$ cat src/hdl/sse_pkg.sv
// Shared types and constants for the sample statistics engine.
// Depends on nothing; every other file of the block imports it.
package sse_pkg;

  localparam int MAX_SAMPLES = 1024;
  localparam int ADDR_W      = 10;
  localparam int CNT_W       = 11;
  localparam int SUM_W       = 42;
  localparam int ACC_W       = 75;
  localparam int VAR_W       = 63;

  localparam logic [VAR_W-1:0] VAR_SAT = {VAR_W{1'b1}};

  typedef enum logic [1:0] {
    OP_ADD    = 2'd0,
    OP_REPORT = 2'd1,
    OP_CLEAR  = 2'd2,
    OP_READ   = 2'd3
  } opcode_t;

  typedef enum logic [1:0] {
    STAT_OK    = 2'd0,
    STAT_FULL  = 2'd1,
    STAT_RANGE = 2'd2
  } status_t;

  typedef enum logic [3:0] {
    S_IDLE,
    S_RD,
    S_P1,
    S_MDIV,
    S_P2,
    S_VDIV,
    S_SD,
    S_SDMDIV,
    S_SDMSQ,
    S_FIN
  } state_t;

  typedef struct packed {
    logic              we;
    logic [ADDR_W-1:0] waddr;
    logic [31:0]       wdata;
    logic              re;
    logic [ADDR_W-1:0] raddr;
  } mem_req_t;

  typedef struct packed {
    logic busy;
    logic done;
  } unit_stat_t;

endpackage

$ cat src/hdl/sse_sqrt.sv
// Integer square root, one result bit per cycle.
// Depends on sse_pkg for widths and the status structure.
module sse_sqrt
  import sse_pkg::*;
(
  input  logic             clk,
  input  logic             rst_n,
  input  logic             start,
  input  logic [VAR_W-1:0] radicand,
  output logic [31:0]      root,
  output unit_stat_t       stat
);

  logic [63:0] v_r, res_r, bit_r, trial;
  logic [4:0]  cnt_r;
  logic        busy_r, done_r;

  assign trial = res_r + bit_r;

  always_ff @(posedge clk) begin
    if (!rst_n) begin
      busy_r <= 1'b0;
      done_r <= 1'b0;
    end else begin
      done_r <= 1'b0;
      if (start) begin
        busy_r <= 1'b1;
      end else if (busy_r && cnt_r == '0) begin
        busy_r <= 1'b0;
        done_r <= 1'b1;
      end
    end
  end

  always_ff @(posedge clk) begin
    if (start) begin
      v_r   <= {1'b0, radicand};
      res_r <= '0;
      bit_r <= 64'h4000_0000_0000_0000;
      cnt_r <= 5'd31;
    end else if (busy_r) begin
      if (v_r >= trial) begin
        v_r   <= v_r - trial;
        res_r <= (res_r >> 1) + bit_r;
      end else begin
        res_r <= res_r >> 1;
      end
      bit_r <= bit_r >> 2;
      cnt_r <= cnt_r - 1'b1;
    end
  end

  assign root      = res_r[31:0];
  assign stat.busy = busy_r;
  assign stat.done = done_r;

endmodule

$ cat config.mk
export PLATFORM = sky130hd
export DESIGN_NAME = sse_sqrt
export DESIGN_NICKNAME = d
export VERILOG_FILES = /design/src/hdl/sse_pkg.sv /design/src/hdl/sse_sqrt.sv
export SDC_FILE = /design/constraint.sdc
export NUM_CORES = 1
export LEC_CHECK = 0
export BUFFER_PORTS_ARGS = -buffer_cell sky130_fd_sc_hd__buf_2
export CAP_MARGIN = 20
export CORE_MARGIN = 4
export CORE_UTILIZATION = 60
export CTS_BUF_LIST = sky130_fd_sc_hd__clkbuf_4 sky130_fd_sc_hd__clkbuf_8
export CTS_CLUSTER_DIAMETER = 200
export DETAILED_ROUTE_END_ITERATION = 7
export GPL_TIMING_DRIVEN = 0
export PLACE_DENSITY = 0.84
export SYNTH_ARGS = -nofsm -noshare
export SYNTH_HDL_FRONTEND = slang
export SYNTH_SLANG_ARGS = --single-unit
export TNS_END_PERCENT = 50
$ cat constraint.sdc
create_clock -name clk -period 14.5 [get_ports clk]
set_input_delay 2.9 -clock clk [delete_from_list [all_inputs] [get_ports clk]]
set_output_delay 2.9 -clock clk [all_outputs]
set_load 0.02 [all_outputs]
### After elaboration in Yosys (flattened, before gate mapping)

Cells that the tools add are included.

| word-level totals | value |
|---|---|
| bits in writable memories | 0 |
| input port bits | 66 |
| bits in latches | 0 |
| bits in registers | 167 |
| memories | 0 |
| bits in read-only memories | 0 |

| cells by class | value |
|---|---|
| $lt $le $gt $ge | 1 |
| reductions and logical operators | 8 |
| shift-type cells | 0 |
| add/subtract/negate cells | 4 |
| mux-type cells | 7 |
| bitwise operators | 1 |
| multipliers | 0 |
| equal/unequal tests | 0 |
| divide/modulo/power cells | 0 |

Operators with widths:

| cell | number |
|---|---|
| 63-bit two-way mux | 3 |
| 63-bit by 63-bit adder with 64-bit output | 1 |
| 64-bit by 63-bit adder with 64-bit output | 1 |
| 64-bit >= comparator | 1 |
| 64-bit two-way mux | 1 |
| 64-bit subtractor | 1 |
| 2-bit nonzero test | 3 |
| 5-bit zero test | 1 |
| 5-bit by 1-bit subtractor with 5-bit output (second input constant) | 1 |
| 2-bit AND reduction | 2 |
| 1-bit two-way mux | 3 |
| 2-bit OR reduction | 1 |
| 1-bit logical AND | 1 |
| 1-bit NOT | 1 |

### Depth between registers and ports, before layout

| depth | value |
|---|---|
| depth after elaboration | 5 |
| mapped depth | 26 |
| depth with buffers taken out | 23 |

### Worst setup path after synthesis

Ideal clock, no wire load.

| path | value |
|---|---|
| path type | register -> register |
| start point | register res_r[8] |
| end point | register v_r[0], enable pin |
| arrival time | 6031 ps |
| path slack | 8038 ps |
| library setup time | 431 ps |
| path buffers | 1 |
| stages on the path, launching flop included | 23 |
| path through | dfxtp_1 ha_1 nand4_1 o31a_1 o41a_1 a2111oi_4 o21ai_2 o21ba_2 nor2_2 o21ai_1 o21ai_1 xnor2_1 ha_1 clkbuf_1 nand4_1 nor4_1 o21ai_1 a21oi_1 nor3_1 o31a_1 a31oi_2 nand2_1 nand2b_1 |

| between the ends | value |
|---|---|
| word-level cells in the longest chain between the ends | 4 |

RTL lines:

| item | line | RTL |
|---|---|---|
| start, declared | sse_sqrt.sv:14 | `logic [63:0] v_r, res_r, bit_r, trial;` |
| start signal, assigned | sse_sqrt.sv:44 | `res_r <= (res_r >> 1) + bit_r;` |
| start signal, assigned | sse_sqrt.sv:46 | `res_r <= res_r >> 1;` |
| 64-bit by 63-bit adder with 64-bit output | sse_sqrt.sv:18 | `assign trial = res_r + bit_r;` |
| 64-bit >= comparator | sse_sqrt.sv:42 | `if (v_r >= trial) begin` |
| 2-bit nonzero test (no line) | -- |  |
| 2-bit AND reduction (no line) | -- |  |
| end signal, assigned | sse_sqrt.sv:37 | `v_r <= {1'b0, radicand};` |
| end signal, assigned | sse_sqrt.sv:43 | `v_r <= v_r - trial;` |
| end, declared | sse_sqrt.sv:14 |  |

Every way passes these cells.
A chain may end at the register's enable or synchronous reset.

### Worst setup path after layout

| path | value |
|---|---|
| start point | register res_r[2] |
| end point | register v_r[29], enable pin |

The elaborated chain is that of the path after synthesis.

==> summary.md <==
| Metric | Value |
|---|---|
| Status | `completed` |
| Hold_sp | `cnt_r[3]$_SDFFE_PP1P_` |
| Total CTS buffers | `17` |
| Crit path DAT | `7790 ps` |
| Via density | `6.53` |
| Root buf cell | `clkbuf_8` |
| First-pass GRT wire length | `79800 um` |
| Sw frac | `51.2%` |
| End of the critical path | `v_r[29]$_DFFE_PP_` |
| GRT Resource Usage Total | `34.6%` |
| Gr ovfl total | `0` |
| Starting DRT DRC Count | `1710` |
| Final WL | `51000 um` |
| Worst skew pair latency | `500 ps` |
| Layout Nets | `2311` |
| Final Core Density | `66.8%` |
| Final GP Congestion | `0.968` |
| Filler cell count | `2275` |
| Mapped Nets | `2192` |
| Initial DRT Pass Iterations | `6` |
| Peak fanout along the critical path | `49` |
| Peak Freq | `0.131 GHz` |
| Setup slack, reg-to-reg | `6870 ps` |
| # clock sinks | `167` |
| NetSw | `1680 uW` |
| Slew @ Worst Pin | `1040 ps` |
| Number of register bits inferred by synthesis | `167` |
| Worst R2R Path Depth | `22` |
| Port buffer count | `99` |
| Layout cells sized above 1 | `10.1%` |
| Primary FF master, synth | `dfxtp_1` |
| Fin crit share | `52.6%` |
| Seq/Total Area, Yosys | `25.5%` |
| # setup viols final | `0` |
| Syn Inst Count | `1994` |
| Core ar. | `25400 um^2` |
| Most common cell in the synthesized netlist | `nand2_1` |
| Die width | `169 um` |
| Critical Path RT | `14670 ps` |
| Setup crit end kind | `flop` |
| Die Height | `169 um` |
| P_int | `1610 uW` |
| Critical path class | `flop to flop` |
| Crit path time final | `7630 ps` |
| Cell Pwr Density | `194 nW/um^2` |
| Synth area leader | `dfxtp_1` |
| CP startpoint | `res_r[2]$_SDFFE_PP0P_` |
| Part of the power in the clock network | `12.0%` |
| Most instantiated cells after synthesis | `nand2_1, nor2_1, ha_1, a21oi_1, o21ai_0` |
| RSZ-0062 raised after global routing | `false` |
| Initial antenna violation count | `0` |
| Initial core utilization | `61.4%` |
| Postcts setup bufs | `0` |
| Async S/R FF share, synth | `0%` |
| Post-route setup TNS | `0 ps` |
| CTS Buffer Depth | `2` |
| Max transition margin | `30.0%` |
| Die area | `28600 um^2` |
| Hold-fix buffers, CTS | `0` |
| Max-cap violations | `0` |
| Maximum vdd ir drop | `0.173 mV` |
| Clock-pin slew on the worst setup and hold paths | `110 ps` |
| Number of synthesized flops with an enable pin | `63` |
| Worst R2R End | `v_r[29]$_DFFE_PP_` |
| Yosys warning count | `0` |
| Mapped Area | `15600 um^2` |
| Count of different cell masters after synthesis | `82` |
| Worst min path class | `flop to flop` |
| Logic gate share of total power | `65.3%` |
| Synthesized area per cell | `7.82 um^2` |
| Startpoint class of the critical path | `flop` |
| LEAKAGE | `0.00659 uW` |
| N_diodes | `0` |
| FP Rows | `58` |
| TritonCTS clock tree | `built` |
| H-tree levels | `4` |
| Area growth, synth to finish | `8.83%` |
| Clk_skew | `24.5 ps` |
| Dominant cells by area after synthesis | `dfxtp_1, edfxtp_1, ha_1` |
| Total number of vias | `16000` |
| Drt drc | `0` |
| Vias in the first global route | `14900` |
| WL/cell | `20.8 um` |
| Endpoints failing hold | `0` |
| Resized Gates After CTS | `0` |
| Largest net degree at the start of global routing | `50` |
| Worst r2r src | `res_r[2]$_SDFFE_PP0P_` |
| Routed Antenna Nets | `0` |
| Synth top area share | `13.4%` |
| Seq pwr share | `22.8%` |
| Hpwl dp | `39100 um` |
| Ports | `100` |
| Slew Viols, Final | `0` |
[power by group through the flow]
stage	clock network (uW)	logic, uW	registers (uW)
floorplan	0	1530	723
global placement	0	2030	758
detailed placement	0	2070	756
CTS	392	2080	745
global route	411	2330	759
finish	394	2150	749
[per-stage QoR]
step / cells / instance area, um^2 / power, uW / hold slack [ps] / setup WS, ps
6_report: 2456 / 17000 / 3290 / 523 / 6870
5_1_grt: 2456 / 17000 / 3500 / 559 / 6640
4_1_cts: 2456 / 17000 / 3220 / 523 / 7100
3_5_place_dp: 2424 / 16500 / 2820 / 486 / 7150
3_3_place_gp: 2423 / 16500 / 2780 / 477 / 5540
2_1_floorplan: 1994 / 15600 / 2250 / 462 / 8040
[cells by family (layout without fill, tap and decap cells)]
group / count (synthesis) / after routing / synth area share (%)
XOR/XNOR: 161 / 161 / 9.05
adder cells (fa/ha/maj): 132 / 132 / 10.6
AO/OA/AOI/OAI: 643 / 643 / 26.5
flip-flops: 167 / 167 / 25.5
buffers and inverters: 197 / 329 / 5.76
multiplexers: 59 / 59 / 3.84
AND/OR/NAND/NOR: 635 / 635 / 18.7
[cell type report]
| type | count | area, um^2 | share of cell area [%] |
|---|---|---|---|
| Buffer | 139 | 679 | 4.01 |
| Multi-Input combinational cell | 1630 | 10700 | 63.2 |
| Tap cell | 330 | 413 | 2.43 |
| Inverter | 58 | 218 | 1.28 |
| Clock buffer | 18 | 248 | 1.46 |
| Sequential cell | 167 | 3970 | 23.4 |
| Clock inverter | 14 | 185 | 1.09 |
| Timing Repair Buffer | 100 | 523 | 3.08 |
[critical path, stage by stage (launching register included)]
cell      delay (ps)
dfxtp_1          510
ha_1             350
a31o_2           300
a31o_1           260
a21oi_2          300
o22ai_1          220
o31ai_1          560
a31oi_1          340
a21o_1           330
a311o_1          350
xnor2_1          190
ha_1             310
buf_2            200
nand4_1          220
nor4_1           520
o21ai_1          120
a21oi_1          160
nor3_1           120
o31a_1           160
a31oi_2          740
nand2_1          320
nand2b_4         350
buf_16           280
[state kept, by name, summed over array words and instances (netlist names)]
register / cells
busy_r: 1
v_r: 64
res_r: 64
done_r: 1
cnt_r: 5
bit_r: 32
[how the worst min path moves through the flow]
stage | end | slack, ps | cells after the start
2_1_floorplan | cnt_r[3]$_SDFFE_PP1P_ | 460 | 2
3_3_place_gp | cnt_r[3]$_SDFFE_PP1P_ | 480 | 2
4_1_cts | cnt_r[3]$_SDFFE_PP1P_ | 520 | 2
6_report | cnt_r[3]$_SDFFE_PP1P_ | 520 | 2
5_1_grt | cnt_r[3]$_SDFFE_PP1P_ | 560 | 2
3_5_place_dp | cnt_r[3]$_SDFFE_PP1P_ | 490 | 2
[cells in the final DEF (no fill, tap or decap), types with 58 or more instances in the layout]
master    instances
nand2_1         230
buf_2           108
edfxtp_1         63
nor2_1          169
clkbuf_1         84
o21ai_1          58
a21oi_1         129
ha_1            131
dfxtp_1         104
o21ai_0         124
xnor2_1         100
xor2_1           61
a31oi_1          72
[layer usage]
layer	routed length (um)	vias to the layer above	track usage, %
met2	21700	843	51.9
met1	22500	7532	50.6
met3	5140	105	5.82
met5	0	-	0
met4	1700	0	12.1
li1	-	7562	-
Power figures use the tool's default switching activity.
