--- src/hdl/sse_pkg.sv ---
// Shared types and constants for the sample statistics engine.
// Depends on nothing; every other file of the block imports it.
package sse_pkg;

  localparam int MAX_SAMPLES = 1024;
  localparam int ADDR_W      = 10;
  localparam int CNT_W       = 11;
  localparam int SUM_W       = 42;
  localparam int ACC_W       = 75;
  localparam int VAR_W       = 63;

  localparam logic [VAR_W-1:0] VAR_SAT = {VAR_W{1'b1}};

  typedef enum logic [1:0] {
    OP_ADD    = 2'd0,
    OP_REPORT = 2'd1,
    OP_CLEAR  = 2'd2,
    OP_READ   = 2'd3
  } opcode_t;

  typedef enum logic [1:0] {
    STAT_OK    = 2'd0,
    STAT_FULL  = 2'd1,
    STAT_RANGE = 2'd2
  } status_t;

  typedef enum logic [3:0] {
    S_IDLE,
    S_RD,
    S_P1,
    S_MDIV,
    S_P2,
    S_VDIV,
    S_SD,
    S_SDMDIV,
    S_SDMSQ,
    S_FIN
  } state_t;

  typedef struct packed {
    logic              we;
    logic [ADDR_W-1:0] waddr;
    logic [31:0]       wdata;
    logic              re;
    logic [ADDR_W-1:0] raddr;
  } mem_req_t;

  typedef struct packed {
    logic busy;
    logic done;
  } unit_stat_t;

endpackage

--- src/hdl/sse_div.sv ---
// Restoring divider, one quotient bit per cycle, for mean and variances.
// Depends on sse_pkg for widths and the status structure.
module sse_div
  import sse_pkg::*;
(
  input  logic             clk,
  input  logic             rst_n,
  input  logic             start,
  input  logic [ACC_W-1:0] dividend,
  input  logic [CNT_W-1:0] divisor,
  output logic [ACC_W-1:0] quotient,
  output unit_stat_t       stat
);

  localparam int STEP_W = $clog2(ACC_W);

  logic [ACC_W-1:0]  q_r, q_nxt;
  logic [CNT_W-1:0]  rem_r, rem_nxt;
  logic [CNT_W-1:0]  d_r;
  logic [STEP_W-1:0] cnt_r;
  logic              busy_r, done_r;
  logic [CNT_W:0]    trial, diff;
  logic              ge;

  always_comb begin
    trial   = {rem_r, q_r[ACC_W-1]};
    diff    = trial - {1'b0, d_r};
    ge      = (trial >= {1'b0, d_r});
    rem_nxt = ge ? diff[CNT_W-1:0] : trial[CNT_W-1:0];
    q_nxt   = {q_r[ACC_W-2:0], ge};
  end

  always_ff @(posedge clk) begin
    if (!rst_n) begin
      busy_r <= 1'b0;
      done_r <= 1'b0;
    end else begin
      done_r <= 1'b0;
      if (start) begin
        busy_r <= 1'b1;
      end else if (busy_r && cnt_r == '0) begin
        busy_r <= 1'b0;
        done_r <= 1'b1;
      end
    end
  end

  always_ff @(posedge clk) begin
    if (start) begin
      q_r   <= dividend;
      rem_r <= '0;
      d_r   <= divisor;
      cnt_r <= STEP_W'(ACC_W - 1);
    end else if (busy_r) begin
      q_r   <= q_nxt;
      rem_r <= rem_nxt;
      cnt_r <= cnt_r - 1'b1;
    end
  end

  assign quotient  = q_r;
  assign stat.busy = busy_r;
  assign stat.done = done_r;

endmodule

--- config.mk ---
export PLATFORM = sky130hd
export DESIGN_NAME = sse_div
export DESIGN_NICKNAME = d
export VERILOG_FILES = /design/src/hdl/sse_pkg.sv /design/src/hdl/sse_div.sv
export SDC_FILE = /design/constraint.sdc
export NUM_CORES = 1
export LEC_CHECK = 0
export ABC_AREA = 1
export ABC_CLOCK_PERIOD_IN_PS = 5900
export BUFFER_PORTS_ARGS = -buffer_cell sky130_fd_sc_hd__buf_2
export CAP_MARGIN = 25
export CORE_MARGIN = 4
export CORE_UTILIZATION = 37
export CTS_CLUSTER_DIAMETER = 60
export DETAILED_ROUTE_END_ITERATION = 6
export GPL_TIMING_DRIVEN = 0
export PLACE_DENSITY_LB_ADDON = 0.2
export SYNTH_ARGS = -nofsm -noshare
export SYNTH_HDL_FRONTEND = slang
export SYNTH_SLANG_ARGS = --single-unit
--- constraint.sdc ---
create_clock -name clk -period 5.9 [get_ports clk]
set_input_delay 0 -clock clk [delete_from_list [all_inputs] [get_ports clk]]
set_output_delay 0 -clock clk [all_outputs]
set_load 0.01 [all_outputs]
# Yosys cells after proc, flatten, opt, wreduce, memory -nomap -nowiden
# Index checks and enable logic that the tools add are counted.
classes:
  n_addsub: 2
  n_mul: 0
  n_div: 0
  order_cmp: 1
  n_eq_ne: 0
  n_shift: 0
  mux: 6
  bitwise: 1
  n_reduce_logical: 5
ops:
  columns: ["cell", "n"]
  rows:
  - ["75-bit two-way mux", 2]
  - ["12-bit by 11-bit >= comparator with 1-bit output", 1]
  - ["11-bit two-way mux", 1]
  - ["11-bit subtractor", 1]
  - ["7-bit logical NOT", 1]
  - ["7-bit by 1-bit subtractor with 7-bit output, second input constant", 1]
  - ["2-bit nonzero test", 2]
  - ["1-bit two-way mux", 3]
  - ["2-bit OR reduction", 1]
  - ["1-bit logical AND", 1]
  - ["1-bit inverter", 1]
word_totals:
  ff_bits: 106
  latch_bits: 0
  mem_bits_rw: 0
  rom_bits: 0
  input_bits: 89
  output_inout_bits: 77
  wordCells: 21
  memories: 0

# Depth between registers and ports, before layout
# Gate-level depths: netlist (run 1).
logic_depth:
  word_depth: 4
  ltp_mapped: 12
  ltp_nobuf: 12

# Worst setup path after synthesis (run 1)
# No wires, ideal clock.
synth_path:
  path_type: "flip-flop to flip-flop"
  from: "register busy_r"
  to: "register q_r[0] (netlist: quotient[0]) (enable)"
  setup_ps: 430
  arrival_time_ps: 1933
  t_required_ps: 5470
  slack_ps: 3537
  stages_incl_launch_ff: 3
  path_buffers: 0
  period_less_slack_ps: 2363
  path_cell_list: "dfxtp_1 -> nor2_1 -> inv_1"
synth_between:
  elab_chain_cells: 1
synth_lines:
  columns: ["element", "line", "rtl"]
  rows:
  - ["from (decl)", "sse_div.sv:21", "logic busy_r, done_r;"]
  - ["from (signal assigned)", "sse_div.sv:35", "busy_r <= 1'b0;"]
  - ["from (signal assigned)", "sse_div.sv:40", "busy_r <= 1'b1;"]
  - ["from (signal assigned)", "sse_div.sv:42", "busy_r <= 1'b0;"]
  - ["2-bit nonzero test (no source line)", null, null]
  - ["to (signal assigned)", "sse_div.sv:50", "q_r <= dividend;"]
  - ["to (signal assigned)", "sse_div.sv:55", "q_r <= q_nxt;"]
  - ["to (decl)", "sse_div.sv:17", "logic [ACC_W-1:0] q_r, q_nxt;"]
# Every way passes these cells.
# A chain may end at the register's enable or synchronous reset.

# Worst setup path in the final report (run 1)
layout_path:
  from: "register q_r[74] (netlist: quotient[74])"
  to: "register rem_r[9]"
layout_between:
  elab_chain_cells: 2
  elab_cells_between_ends: 3
  classes_between: "add/sub (1); order compare (1); mux (1)"
layout_lines:
  columns: ["element", "line", "rtl"]
  rows:
  - ["11-bit subtractor / 12-bit by 11-bit >= comparator with 1-bit output (equally long branches)", "sse_div.sv:27, sse_div.sv:28", null]
  - ["11-bit two-way mux *", "sse_div.sv:29", "rem_nxt = ge ? diff[CNT_W-1:0] : trial[CNT_W-1:0];"]
  - ["to (signal assigned)", "sse_div.sv:56", "rem_r <= rem_nxt;"]
  - ["to (decl)", "sse_div.sv:18", "logic [CNT_W-1:0] rem_r, rem_nxt;"]
# Every way passes the cells marked *; elsewhere a longest branch is shown, timed or not.

==> results.ini, run 1 <==
[status]
status = completed

[worst_setup_path]
reg2reg_depth = 12
critPathLaunch = quotient[74]
endpoint_kind = flip-flop
ff2ff_setup_slack_ns = 3.80
rr_startpoint = quotient[74]
slowest_delay_ns = 0.42
crit_required_ns = 6.15
worstPathCellList = inv_1 > ha_1 > fa_1 > inv_1 > nand3_1 > nand3_2 > nand2_2 > nand4_4 > buf_12 > nand3_2 > nand3_1 > nand2_1
cp_slowest_cell = fa_1
path_class = reg -> reg
critical_path.max_fanout = 10
crit_arrival_ns = 2.35
critPathLaunchType = flip-flop
endpoint = rem_r[9]
r2r_end = rem_r[9]

[cts]
clkTransAtPathRegs_ns = 0.07
cts_sinks = 106
insertion_delay_ns = 0.35
cts_tree = done
cts_resized = 0
cts_max_level = 3
cts_buffers = 9
cts_buffer_depth = 2
cts_root_buffer = clkbuf_16

[drt]
vias = 4792
totalWireLength_mm = 14.3
firstDrtPassIters = 5
wl_per_cell_um = 13.7
drtAntennaViolNets = 0
route.detailed.drc = 0
routed_via_density = 4.60
drtIter0Drc = 217

[floorplanning]
die_x_um = 127
dieArea_um2 = 16100
initial_core_util_pct = 37.7
io_pins = 166
die_y_um = 127
core.rowCount = 43
core_region_area_um2 = 13800

[synth]
yosysTopAreaCell = edfxtp_1
synthTopCellsByArea = edfxtp_1 49%, nand2_1 21%, dfxtp_1 7.7%, inv_1 3.5%, ha_1 2.9%
muxShareOfSynthArea_pct = 0
synth_ff_type = edfxtp_1
synth_top_family_by_area = simple AND/OR/NAND/NOR gates
yosysSeqAreaShare_pct = 57.2
async_reset_ff_share_pct = 0
synth_fa_ha_area_share_pct = 3.26
synth_commonest_cells = 292 x nand2_1, 86 x edfxtp_1, 48 x inv_1, 26 x nand3_1, 20 x dfxtp_1
syn_nets = 695
yosysMostFrequentCell = nand2_1
synth-simple-area-share_pct = 31.0
synthCells = 593
synth.avg_cell_area_um2 = 8.80
synth_top_cell_area_share_pct = 49.5
syn_area_um2 = 5220
synth_compound_gate_area_share_pct = 1.13
synth_xor_xnor_area_share_pct = 0.839
ys_ff_latch = 106
ys_types = 31
synth-edff-count = 86
ys_warn_count = 0

[timing]
whs_ns = 0.0680
finalCriticalPeriod_ns = 2.10
skew_ns = 0.00546
relSlewSlack_pct = 64.0
rsz0062_at_grt = false
drv_slew = 0
fin_crit_sh_pct = 35.6
worst_slew_pin_slew_ns = 0.540
hold_viol_final = 0
max_freq_ghz = 0.476
layout_setup_ws_ns = 3.80
fin_setup_tns_ns = 0
setup-violations-final = 0

[grt]
overflow = 0
grt_pass1_vias = 5004
grt_antenna_before_repair = 0
grt_max_degree = 57
grt_pass1_wl_mm = 23.7
grt_usage_pct = 18.2

[power]
power_uw = 1890
power_density_nw_per_um2 = 253
ir_worst_vdd_uv = 128
p_leak_uw = 0.00372

[cells_and_area]
fillers = 1275
synthToLayoutAreaGrowth_pct = 43.5
drive_above_1_share_pct = 26.5
fin_area_um2 = 7490
num_antenna_cells = 0
fin_nets = 959

[place]
placed_area_um2 = 6300
gp_congestion = 0.844
dp_hpwl_mm = 9.86
port_buffers = 165
place_ws_ns = 3.82

[flow_run]
drv_cap = 0

[min_path]
hold_path.class = in -> reg
hold_start = start

## worst min path at each step
stage	end	slack, ns	cells past startpoint
global route	d_r[0]	0.08	1
finish	d_r[4]	0.07	1
floorplan	d_r[0]	0.1	0
global placement	d_r[5]	0.18	1
detailed placement	d_r[8]	0.18	1
CTS	d_r[3]	0.07	1
## cell families (layout without fill, tap and decap cells)
group | count (synthesis) | after routing
flops | 106 | 106
compound gates | 9 | 9
xor+xnor | 5 | 5
fa+ha+maj | 13 | 13
buf+inv | 79 | 348
simple gates | 381 | 381
## sequential cells by signal, summed over array words and instances, names as in the netlist
| register | count |
|---|---|
| done_r | 1 |
| quotient | 75 |
| cnt_r | 7 |
| d_r | 11 |
| rem_r | 11 |
| busy_r | 1 |
## cells in the final DEF (no fill, tap or decap), types with 6 or more instances in the layout
master | synthesis | final
buf_2 | 7 | 172
clkbuf_1 | 10 | 11
clkbuf_16 | 0 | 9
dfxtp_1 | 20 | 20
dlygate4sd3_1 | 0 | 87
edfxtp_1 | 86 | 86
ha_1 | 12 | 12
inv_1 | 48 | 47
nand2_1 | 292 | 292
nand2_2 | 14 | 14
nand3_1 | 26 | 26
nand3_2 | 6 | 6
nand4_1 | 14 | 14
nor2_1 | 19 | 19
## what timing repair did
item                                   in CTS  in global routing
buffers inserted                            0                  0
setup endpoints to repair                   0                  0
endpoints found under the hold margin      88                  0
hold buffers                               87                  0
## cell type report
cell class	count	area, um^2	area share [%]
Clock buffer	10	229	3.06
Timing Repair Buffer	253	1720	23.0
Multi-Input combinational cell	408	1890	25.2
Sequential cell	106	2980	39.8
Tap cell	180	225	3.01
Buffer	25	141	1.89
Clock inverter	6	91.3	1.22
Inverter	54	205	2.74
## through the flow
stage          util, %  cells
6_report          54.2   1042
4_1_cts           54.2   1042
3_5_place_dp      45.6    939
3_3_place_gp      45.3    938
2_1_floorplan        -    593
5_1_grt           54.2   1042
## power breakdown
group	switching, uW	leakage, uW	internal [uW]
sequential	34.6	0.00104	888
clock	285	0.000151	375
combinational	170	0.00253	142
total	490	0.00372	1400
## worst max-delay path, delay by kind of cell, from the launching register on
| family | cells | cell delay [ns] |
|---|---|---|
| buffers and inverters | 3 | 0.34 |
| AND/OR/NAND/NOR | 7 | 0.61 |
| flip-flops | 1 | 0.40 |
| adder cells (fa/ha/maj) | 2 | 0.65 |
## per-layer routing
layer,track usage [%],vias up,part of all wire (%)
met2,31.4,142,50
met5,0,-,0
met1,21.4,2197,42
met4,8.39,0,2.9
met3,4.46,36,5.6
li1,-,2417,-
(Power assumes the default switching activity.)
==> inputs of run 2 (changes only) <==
--- a/config.mk
+++ b/config.mk
@@ -5,8 +5,8 @@
 export SDC_FILE = /design/constraint.sdc
 export NUM_CORES = 1
 export LEC_CHECK = 0
-export ABC_AREA = 1
-export ABC_CLOCK_PERIOD_IN_PS = 5900
+export ABC_AREA = 0
+export ABC_CLOCK_PERIOD_IN_PS = 2000
 export BUFFER_PORTS_ARGS = -buffer_cell sky130_fd_sc_hd__buf_2
 export CAP_MARGIN = 25
 export CORE_MARGIN = 4
==> constraint.sdc (replaced) <==
create_clock -name clk -period 2 [get_ports clk]
set_input_delay 0 -clock clk [delete_from_list [all_inputs] [get_ports clk]]
set_output_delay 0 -clock clk [all_outputs]
set_load 0.01 [all_outputs]
==> run 2 against run 1 <==
Effect of this change:
- the flow now finishes with violations (negative setup slack)
- sequential share of layout area about the same
- worst setup slack got worse by 4.1 ns
- total power grew to 3.2 times the previous value
- clock power rose to 2.8 times the previous value
- global-route usage is 0.47 points lower
- area after synthesis shrank 4.7%
- via count down 19%
- clock skew is 0.0056 ns higher
- combinational power increased to 4.4 times the previous value
- non-clock buffer count up 9
- critical path type unchanged
==> results.ini, run 2 <==
[cells_and_area]
layout_commonest_cell = buf_2  ; was nand2_1
synthToLayoutAreaGrowth_pct = 50.6  ; was 43.5%
fin_util_pct = 56.7  ; was 54.2%
largest_reg_flops = 75  ; unchanged
stdcell_count = 811  ; was 1042
fin_nets = 732  ; was 959
mostFrequentLayoutCells = 167 x buf_2, 87 x dlygate4sd3_1, 86 x edfxtp_1  ; was 292 x nand2_1, 172 x buf_2, 87 x dlygate4sd3_1
num_antenna_cells = 0  ; unchanged
drive_above_1_share_pct = 48.7  ; was 26.5%

[worst_setup_path]
crit_required_ns = 2.26  ; was 6.15 ns
worstPathCellList = ha_4 > fa_2 > nor2b_4 > o31a_1 > o21ai_4 > o21ai_4 > buf_6 > buf_8 > o31ai_2 > a311oi_1  ; was inv_1 > ha_1 > fa_1 > inv_1 > nand3_1 > nand3_2 > nand2_2 > nand4_4 > buf_12 > nand3_2 > nand3_1 > nand2_1
critPathLaunchType = flip-flop  ; unchanged
slowest_delay_ns = 0.44  ; was 0.42 ns
critical_path.max_fanout = 5  ; was 10
crit_arrival_ns = 2.55  ; was 2.35 ns
reg2reg_depth = 10  ; was 12
cp_slowest_cell = edfxtp_1  ; was fa_1
rr_startpoint = d_r[0]  ; was quotient[74]
ff2ff_setup_slack_ns = -0.29  ; was 3.80 ns
endpoint_kind = flip-flop  ; unchanged
path_class = reg -> reg  ; unchanged
r2r_end = rem_r[9]  ; unchanged
path_common_cell = o21ai_4

[drt]
firstDrtPassIters = 4  ; was 5
totalWireLength_mm = 13.4  ; was 14.3 mm
route.detailed.drc = 0  ; unchanged
routed_via_density = 4.81  ; was 4.60
vias = 3902  ; was 4792
wl_per_cell_um = 16.5  ; was 13.7 um
drtIter0Drc = 154  ; was 217
drtAntennaViolNets = 0  ; unchanged

[status]
violations = negative setup slack
status = finished, violations left  ; was completed

[min_path]
hold_path.class = in -> reg  ; unchanged
hold_start = start  ; unchanged
whs_path_depth = 1  ; unchanged
min_to = d_r[8]  ; was d_r[4]

[synth]
syn_nets = 452  ; was 695
synth-simple-area-share_pct = 7.18  ; was 31.0%
synth_commonest_cells = 86 x edfxtp_1, 75 x mux2_2, 22 x nor2_1, 20 x dfxtp_1, 16 x inv_1  ; was 292 x nand2_1, 86 x edfxtp_1, 48 x inv_1, 26 x nand3_1, 20 x dfxtp_1
synthCells = 350  ; was 593
yosysTopAreaCell = edfxtp_1  ; unchanged
yosysMostFrequentCell = edfxtp_1  ; was nand2_1
muxShareOfSynthArea_pct = 18.5  ; was 0%
synth.avg_cell_area_um2 = 14.2  ; was 8.80 um^2
ys_types = 49  ; was 31
synth_fa_ha_area_share_pct = 3.42  ; was 3.26%
synth_xor_xnor_area_share_pct = 1.76  ; was 0.839%
synthTopCellsByArea = edfxtp_1 52%, mux2_2 17%, dfxtp_1 8.1%, ha_1 3.0%, nor2_1 1.7%  ; was edfxtp_1 49%, nand2_1 21%, dfxtp_1 7.7%, inv_1 3.5%, ha_1 2.9%
synth_top_cell_area_share_pct = 52.0  ; was 49.5%
synth_compound_gate_area_share_pct = 5.89  ; was 1.13%
ys_warn_count = 0  ; unchanged
synth-edff-count = 86  ; unchanged
ys_ff_latch = 106  ; unchanged
synth_top_family_by_area = multiplexers  ; was simple AND/OR/NAND/NOR gates
synth_ff_type = edfxtp_1  ; unchanged
yosysSeqAreaShare_pct = 60.0  ; was 57.2%
async_reset_ff_share_pct = 0  ; unchanged
syn_area_um2 = 4970  ; was 5220 um^2

[grt]
grt_antenna_before_repair = 0  ; unchanged
overflow = 0  ; unchanged
grt_usage_pct = 17.8  ; was 18.2%
grt_pass1_vias = 4183  ; was 5004
grt_max_degree = 39  ; was 57
grt_pass1_wl_mm = 20.9  ; was 23.7 mm

[floorplanning]
dieArea_um2 = 15400  ; was 16100 um^2
die_x_um = 124  ; was 127 um
initial_core_util_pct = 37.7  ; about the same
core_region_area_um2 = 13200  ; was 13800 um^2
io_pins = 166  ; unchanged
die_y_um = 124  ; was 127 um
core.rowCount = 42  ; was 43

[cts]
cts_buffer_depth = 2  ; unchanged
insertion_delay_ns = 0.36  ; was 0.35 ns
cts_max_level = 3  ; unchanged
cts_buffers = 9  ; unchanged
cts_sinks = 106  ; unchanged
clkTransAtPathRegs_ns = 0.08  ; was 0.07 ns
cts_root_buffer = clkbuf_16  ; unchanged
cts_tree = done  ; unchanged

[timing]
setup-violations-final = 12  ; was 0
worst_slew_pin_slew_ns = 0.636  ; was 0.540 ns
finalCriticalPeriod_ns = 2.29  ; was 2.10 ns
max_freq_ghz = 0.436  ; was 0.476 GHz
fin_crit_sh_pct = 115  ; was 35.6%
rsz0062_at_grt = true  ; was false
fin_setup_tns_ns = -3.07  ; was 0 ns
drv_slew = 0  ; unchanged
hold_viol_final = 0  ; unchanged
layout_setup_ws_ns = -0.292  ; was 3.80 ns
skew_ns = 0.0111  ; was 0.00546 ns
relSlewSlack_pct = 57.6  ; was 64.0%

[place]
dp.cells = 692  ; was 939
port_buffers = 165  ; unchanged
place_ws_ns = -0.651  ; was 3.82 ns
gp_congestion = 0.813  ; was 0.844
dp_hpwl_mm = 8.63  ; was 9.86 mm

[flow_run]
drv_cap = 0  ; unchanged

[power]
power_density_nw_per_um2 = 801  ; was 253 nW/um^2
p_leak_uw = 0.00308  ; was 0.00372 uW
ir_worst_vdd_uv = 679  ; was 128 uV

## run 2: stage by stage
| stage | cell area, um^2 | hold WS (ns) | power [uW] |
|---|---|---|---|
| after floorplan | 5000 | 0.0989 | 3470 |
| after global placement | 6040 | 0.180 | 3850 |
| after detailed placement | 6060 | 0.182 | 3880 |
| after CTS | 7430 | 0.0481 | 6020 |
| after global routing | 7480 | 0.0509 | 6290 |
| final | 7480 | 0.0567 | 5990 |
## run 2: cells by family after synthesis
family | Yosys count
flip-flops | 106
adder cells (fa/ha/maj) | 13
AND/OR/NAND/NOR | 62
multiplexers | 82
AO/OA/AOI/OAI | 41
XOR/XNOR | 10
buffers and inverters | 36
## run 2: how the worst max path moves through the flow
stage / cells after the start / from / endpoint
after floorplan: 9 / quotient[74] / quotient[0]
after global placement: 5 / start / quotient[15]
after detailed placement: 6 / start / quotient[15]
after CTS: 10 / quotient[74] / quotient[0]
after global routing: 11 / quotient[74] / rem_r[4]
final: 10 / d_r[0] / rem_r[9]
## run 2: layer usage
layer  vias to the layer above  part of all wire, %  track usage [%]
met3                        11                  6.8             6.36
met2                       119                   52             31.2
met4                         0                  1.1             4.65
met5                         -                    0                0
li1                       1869                    -                -
met1                      1903                   40             20.6
## run 2: final cells by class
class | instances | area (um^2)
Buffer | 19 | 111
Clock buffer | 9 | 225
Clock inverter | 7 | 87.6
Fill cell | 1072 | 5710
Inverter | 17 | 67.6
Multi-Input combinational cell | 208 | 1930
Sequential cell | 106 | 2980
Tap cell | 176 | 220
Timing Repair Buffer | 268 | 1850
Timing Repair inverter | 1 | 7.51
## run 2: worst max-delay path: cells and delay by family, from the launching register on
kind / cells / cell delay [ns]
compound gates: 5 / 0.79
fa+ha+maj: 2 / 0.61
flops: 1 / 0.44
buf+inv: 2 / 0.25
simple gates: 1 / 0.13
## run 2: timing repair
item | 4_1_cts | 5_1_grt
gates resized for setup | 11 | 12
hold buffers | 87 | 0
endpoints found under the setup margin | 56 | 12
hold endpoints to repair | 88 | 0
cloned | 2 | 0
pin swaps | 4 | 10
setup buffers | 12 | 4
## run 2: power by group
| group | leakage (uW) | internal, uW | switching (uW) |
|---|---|---|---|
| combinational | 0.00191 | 725 | 632 |
| clock | 0.000145 | 994 | 876 |
| sequential | 0.00103 | 2640 | 122 |
| total | 0.00308 | 4360 | 1630 |
==> inputs of run 3 (changes only) <==
--- a/config.mk
+++ b/config.mk
@@ -15,6 +15,7 @@
 export DETAILED_ROUTE_END_ITERATION = 6
 export GPL_TIMING_DRIVEN = 0
 export PLACE_DENSITY_LB_ADDON = 0.2
+export SETUP_SLACK_MARGIN = 0.05
 export SYNTH_ARGS = -nofsm -noshare
 export SYNTH_HDL_FRONTEND = slang
 export SYNTH_SLANG_ARGS = --single-unit
==> run 3 against run 2 <==
Effect of this change:
- the run still ends with negative setup slack left
- hold slack got worse by 0.0029 ns
- final cell count fell by 0.99%
- sequential power hardly changed
- critical path depth did not move
- clock-buffer cell count is the same
- sequential share of layout area rose by 0.49 points
- via count fell by 3.3%
- combinational power shrank 5%
- flip-flop and latch count unchanged
==> results.ini, run 3 (synthesis results as in run 2) <==
[status]
status = finished, violations left  ; unchanged
violations = negative setup slack  ; unchanged

[floorplanning]
initial_core_util_pct = 37.7  ; unchanged
core_region_area_um2 = 13200  ; unchanged
core.rowCount = 42  ; unchanged
dieArea_um2 = 15400  ; unchanged
die_x_um = 124  ; unchanged
die_y_um = 124  ; unchanged
io_pins = 166  ; unchanged

[cells_and_area]
num_antenna_cells = 0  ; unchanged
largest_reg_flops = 75  ; unchanged
fin_nets = 724  ; was 732
mostFrequentLayoutCells = 167 x buf_2, 87 x dlygate4sd3_1, 86 x edfxtp_1  ; unchanged
stdcell_count = 803  ; was 811
synthToLayoutAreaGrowth_pct = 48.8  ; was 50.6%
drive_above_1_share_pct = 47.5  ; was 48.7%
fin_util_pct = 56.1  ; was 56.7%
layout_commonest_cell = buf_2  ; unchanged

[cts]
cts_root_buffer = clkbuf_16  ; unchanged
cts_tree = done  ; unchanged
cts_sinks = 106  ; unchanged
insertion_delay_ns = 0.35  ; was 0.36 ns
cts_buffers = 9  ; unchanged
cts_buffer_depth = 2  ; unchanged
cts_max_level = 3  ; unchanged
clkTransAtPathRegs_ns = 0.08  ; about the same

[timing]
finalCriticalPeriod_ns = 2.30  ; was 2.29 ns
setup-violations-final = 12  ; unchanged
whs_ns = 0.0538  ; was 0.0567 ns
layout_setup_ws_ns = -0.299  ; was -0.292 ns
drv_slew = 0  ; unchanged
fin_crit_sh_pct = 115  ; about the same
rsz0062_at_grt = true  ; unchanged
relSlewSlack_pct = 61.0  ; was 57.6%
worst_slew_pin_slew_ns = 0.584  ; was 0.636 ns
max_freq_ghz = 0.435  ; was 0.436 GHz
hold_viol_final = 0  ; unchanged
skew_ns = 0.00816  ; was 0.0111 ns

[grt]
grt_max_degree = 43  ; was 39
grt_usage_pct = 16.9  ; was 17.8%
overflow = 0  ; unchanged
grt_pass1_wl_mm = 19.9  ; was 20.9 mm
grt_pass1_vias = 3984  ; was 4183
grt_antenna_before_repair = 0  ; unchanged

[place]
place_ws_ns = -0.429  ; was -0.651 ns
dp.cells = 693  ; was 692
port_buffers = 165  ; unchanged
gp_congestion = 0.815  ; was 0.813
dp_hpwl_mm = 8.62  ; was 8.63 mm

[drt]
drtIter0Drc = 128  ; was 154
drtAntennaViolNets = 0  ; unchanged
totalWireLength_mm = 12.7  ; was 13.4 mm
routed_via_density = 4.70  ; was 4.81
vias = 3775  ; was 3902
firstDrtPassIters = 4  ; unchanged
route.detailed.drc = 0  ; unchanged
wl_per_cell_um = 15.8  ; was 16.5 um

[worst_setup_path]
worstPathCellList = inv_2 > ha_4 > fa_2 > nor2b_4 > o31a_1 > o21ai_4 > o21ai_4 > buf_8 > mux2i_2 > a211oi_2  ; was ha_4 > fa_2 > nor2b_4 > o31a_1 > o21ai_4 > o21ai_4 > buf_6 > buf_8 > o31ai_2 > a311oi_1
cp_slowest_cell = edfxtp_1  ; unchanged
path_common_cell = o21ai_4  ; unchanged
critical_path.max_fanout = 5  ; unchanged
endpoint_kind = flip-flop  ; unchanged
cp_num_buf_inv = 2  ; unchanged
crit_required_ns = 2.21  ; was 2.26 ns
crit_arrival_ns = 2.51  ; was 2.55 ns
slowest_delay_ns = 0.39  ; was 0.44 ns
cp_top_family = compound AO/OA/AOI/OAI gates  ; unchanged
path_class = reg -> reg  ; unchanged
critPathLaunchType = flip-flop  ; unchanged

[power]
pwr-share-clk_pct = 31.0  ; was 31.2%
p_comb_share_pct = 22.0  ; was 22.6%
power_density_nw_per_um2 = 794  ; was 801 nW/um^2
p_leak_uw = 0.00304  ; was 0.00308 uW
seqPwrFrac_pct = 47.0  ; was 46.2%
p_int_uw = 4310  ; was 4360 uW
sw_frac_of_total_pct = 26.7  ; was 27.2%
p_switching_uw = 1570  ; was 1630 uW
ir_worst_vdd_uv = 422  ; was 679 uV

[flow_run]
drv_cap = 0  ; unchanged

[min_path]
hold_path.class = in -> reg  ; unchanged

## run 3: changes by cell type in the layout (fill, tap and decap cells not counted), sizes merged
cell      previous run  this run
inv                 18        17
clkinvlp             4         3
clkbuf              18        19
clkinv               2         3
buf                191       183
## run 3: metal layers
| layer | wire length [um] | vias to the layer above | track usage [%] |
|---|---|---|---|
| met2 | 6530 | 102 | 28.7 |
| met1 | 5100 | 1810 | 20.2 |
| met4 | 159 | 0 | 5.27 |
| met3 | 890 | 13 | 6.04 |
| li1 | - | 1850 | - |
| met5 | 0 | - | 0 |
## run 3: final timing paths
path | start | end | slack [ns] | cells past startpoint
max | quotient[74] | rem_r[3] | -0.30 | 10
min | start | d_r[8] | 0.05 | 1
max reg2reg | quotient[74] | rem_r[3] | -0.30 | 10
min reg2reg | cnt_r[2] | cnt_r[2] | 0.48 | 2
## run 3: through the flow
| step | instance area, um^2 | setup TNS (ns) | total power [uW] |
|---|---|---|---|
| final | 7390 | -3.04 | 5870 |
| after global routing | 7390 | -5.75 | 6170 |
| after CTS | 7310 | -3.15 | 5870 |
| after detailed placement | 6080 | -26.22 | 3880 |
| after global placement | 6040 | -95.41 | 3850 |
| after floorplan | 5000 | -5.32 | 3470 |
## run 3: what timing repair did
| item | 4_1_cts | 5_1_grt |
|---|---|---|
| endpoints found under the setup margin | 57 | 57 |
| hold buffers | 87 | 0 |
| hold endpoints to repair | 88 | 0 |
| pin swaps | 4 | 4 |
| resized for setup | 5 | 10 |
| cloned | 0 | 1 |
| buffers inserted | 4 | 2 |
## run 3: cell type report
| cell class | instances | area (um^2) |
|---|---|---|
| Timing Repair Buffer | 261 | 1810 |
| Sequential cell | 106 | 2980 |
| Multi-Input combinational cell | 208 | 1900 |
| Fill cell | 1100 | 5800 |
| Clock inverter | 7 | 77.6 |
| Buffer | 19 | 111 |
| Tap cell | 176 | 220 |
| Inverter | 17 | 67.6 |
| Clock buffer | 9 | 225 |
## run 3: power by group through the flow
| stage | Combinational, uW | Clock (uW) | Sequential [uW] |
|---|---|---|---|
| 2_1_floorplan | 602 | 0 | 2870 |
| 3_3_place_gp | 1050 | 0 | 2800 |
| 3_5_place_dp | 1080 | 0 | 2800 |
| 4_1_cts | 1250 | 1860 | 2760 |
| 5_1_grt | 1420 | 1960 | 2790 |
| 6_report | 1290 | 1820 | 2760 |
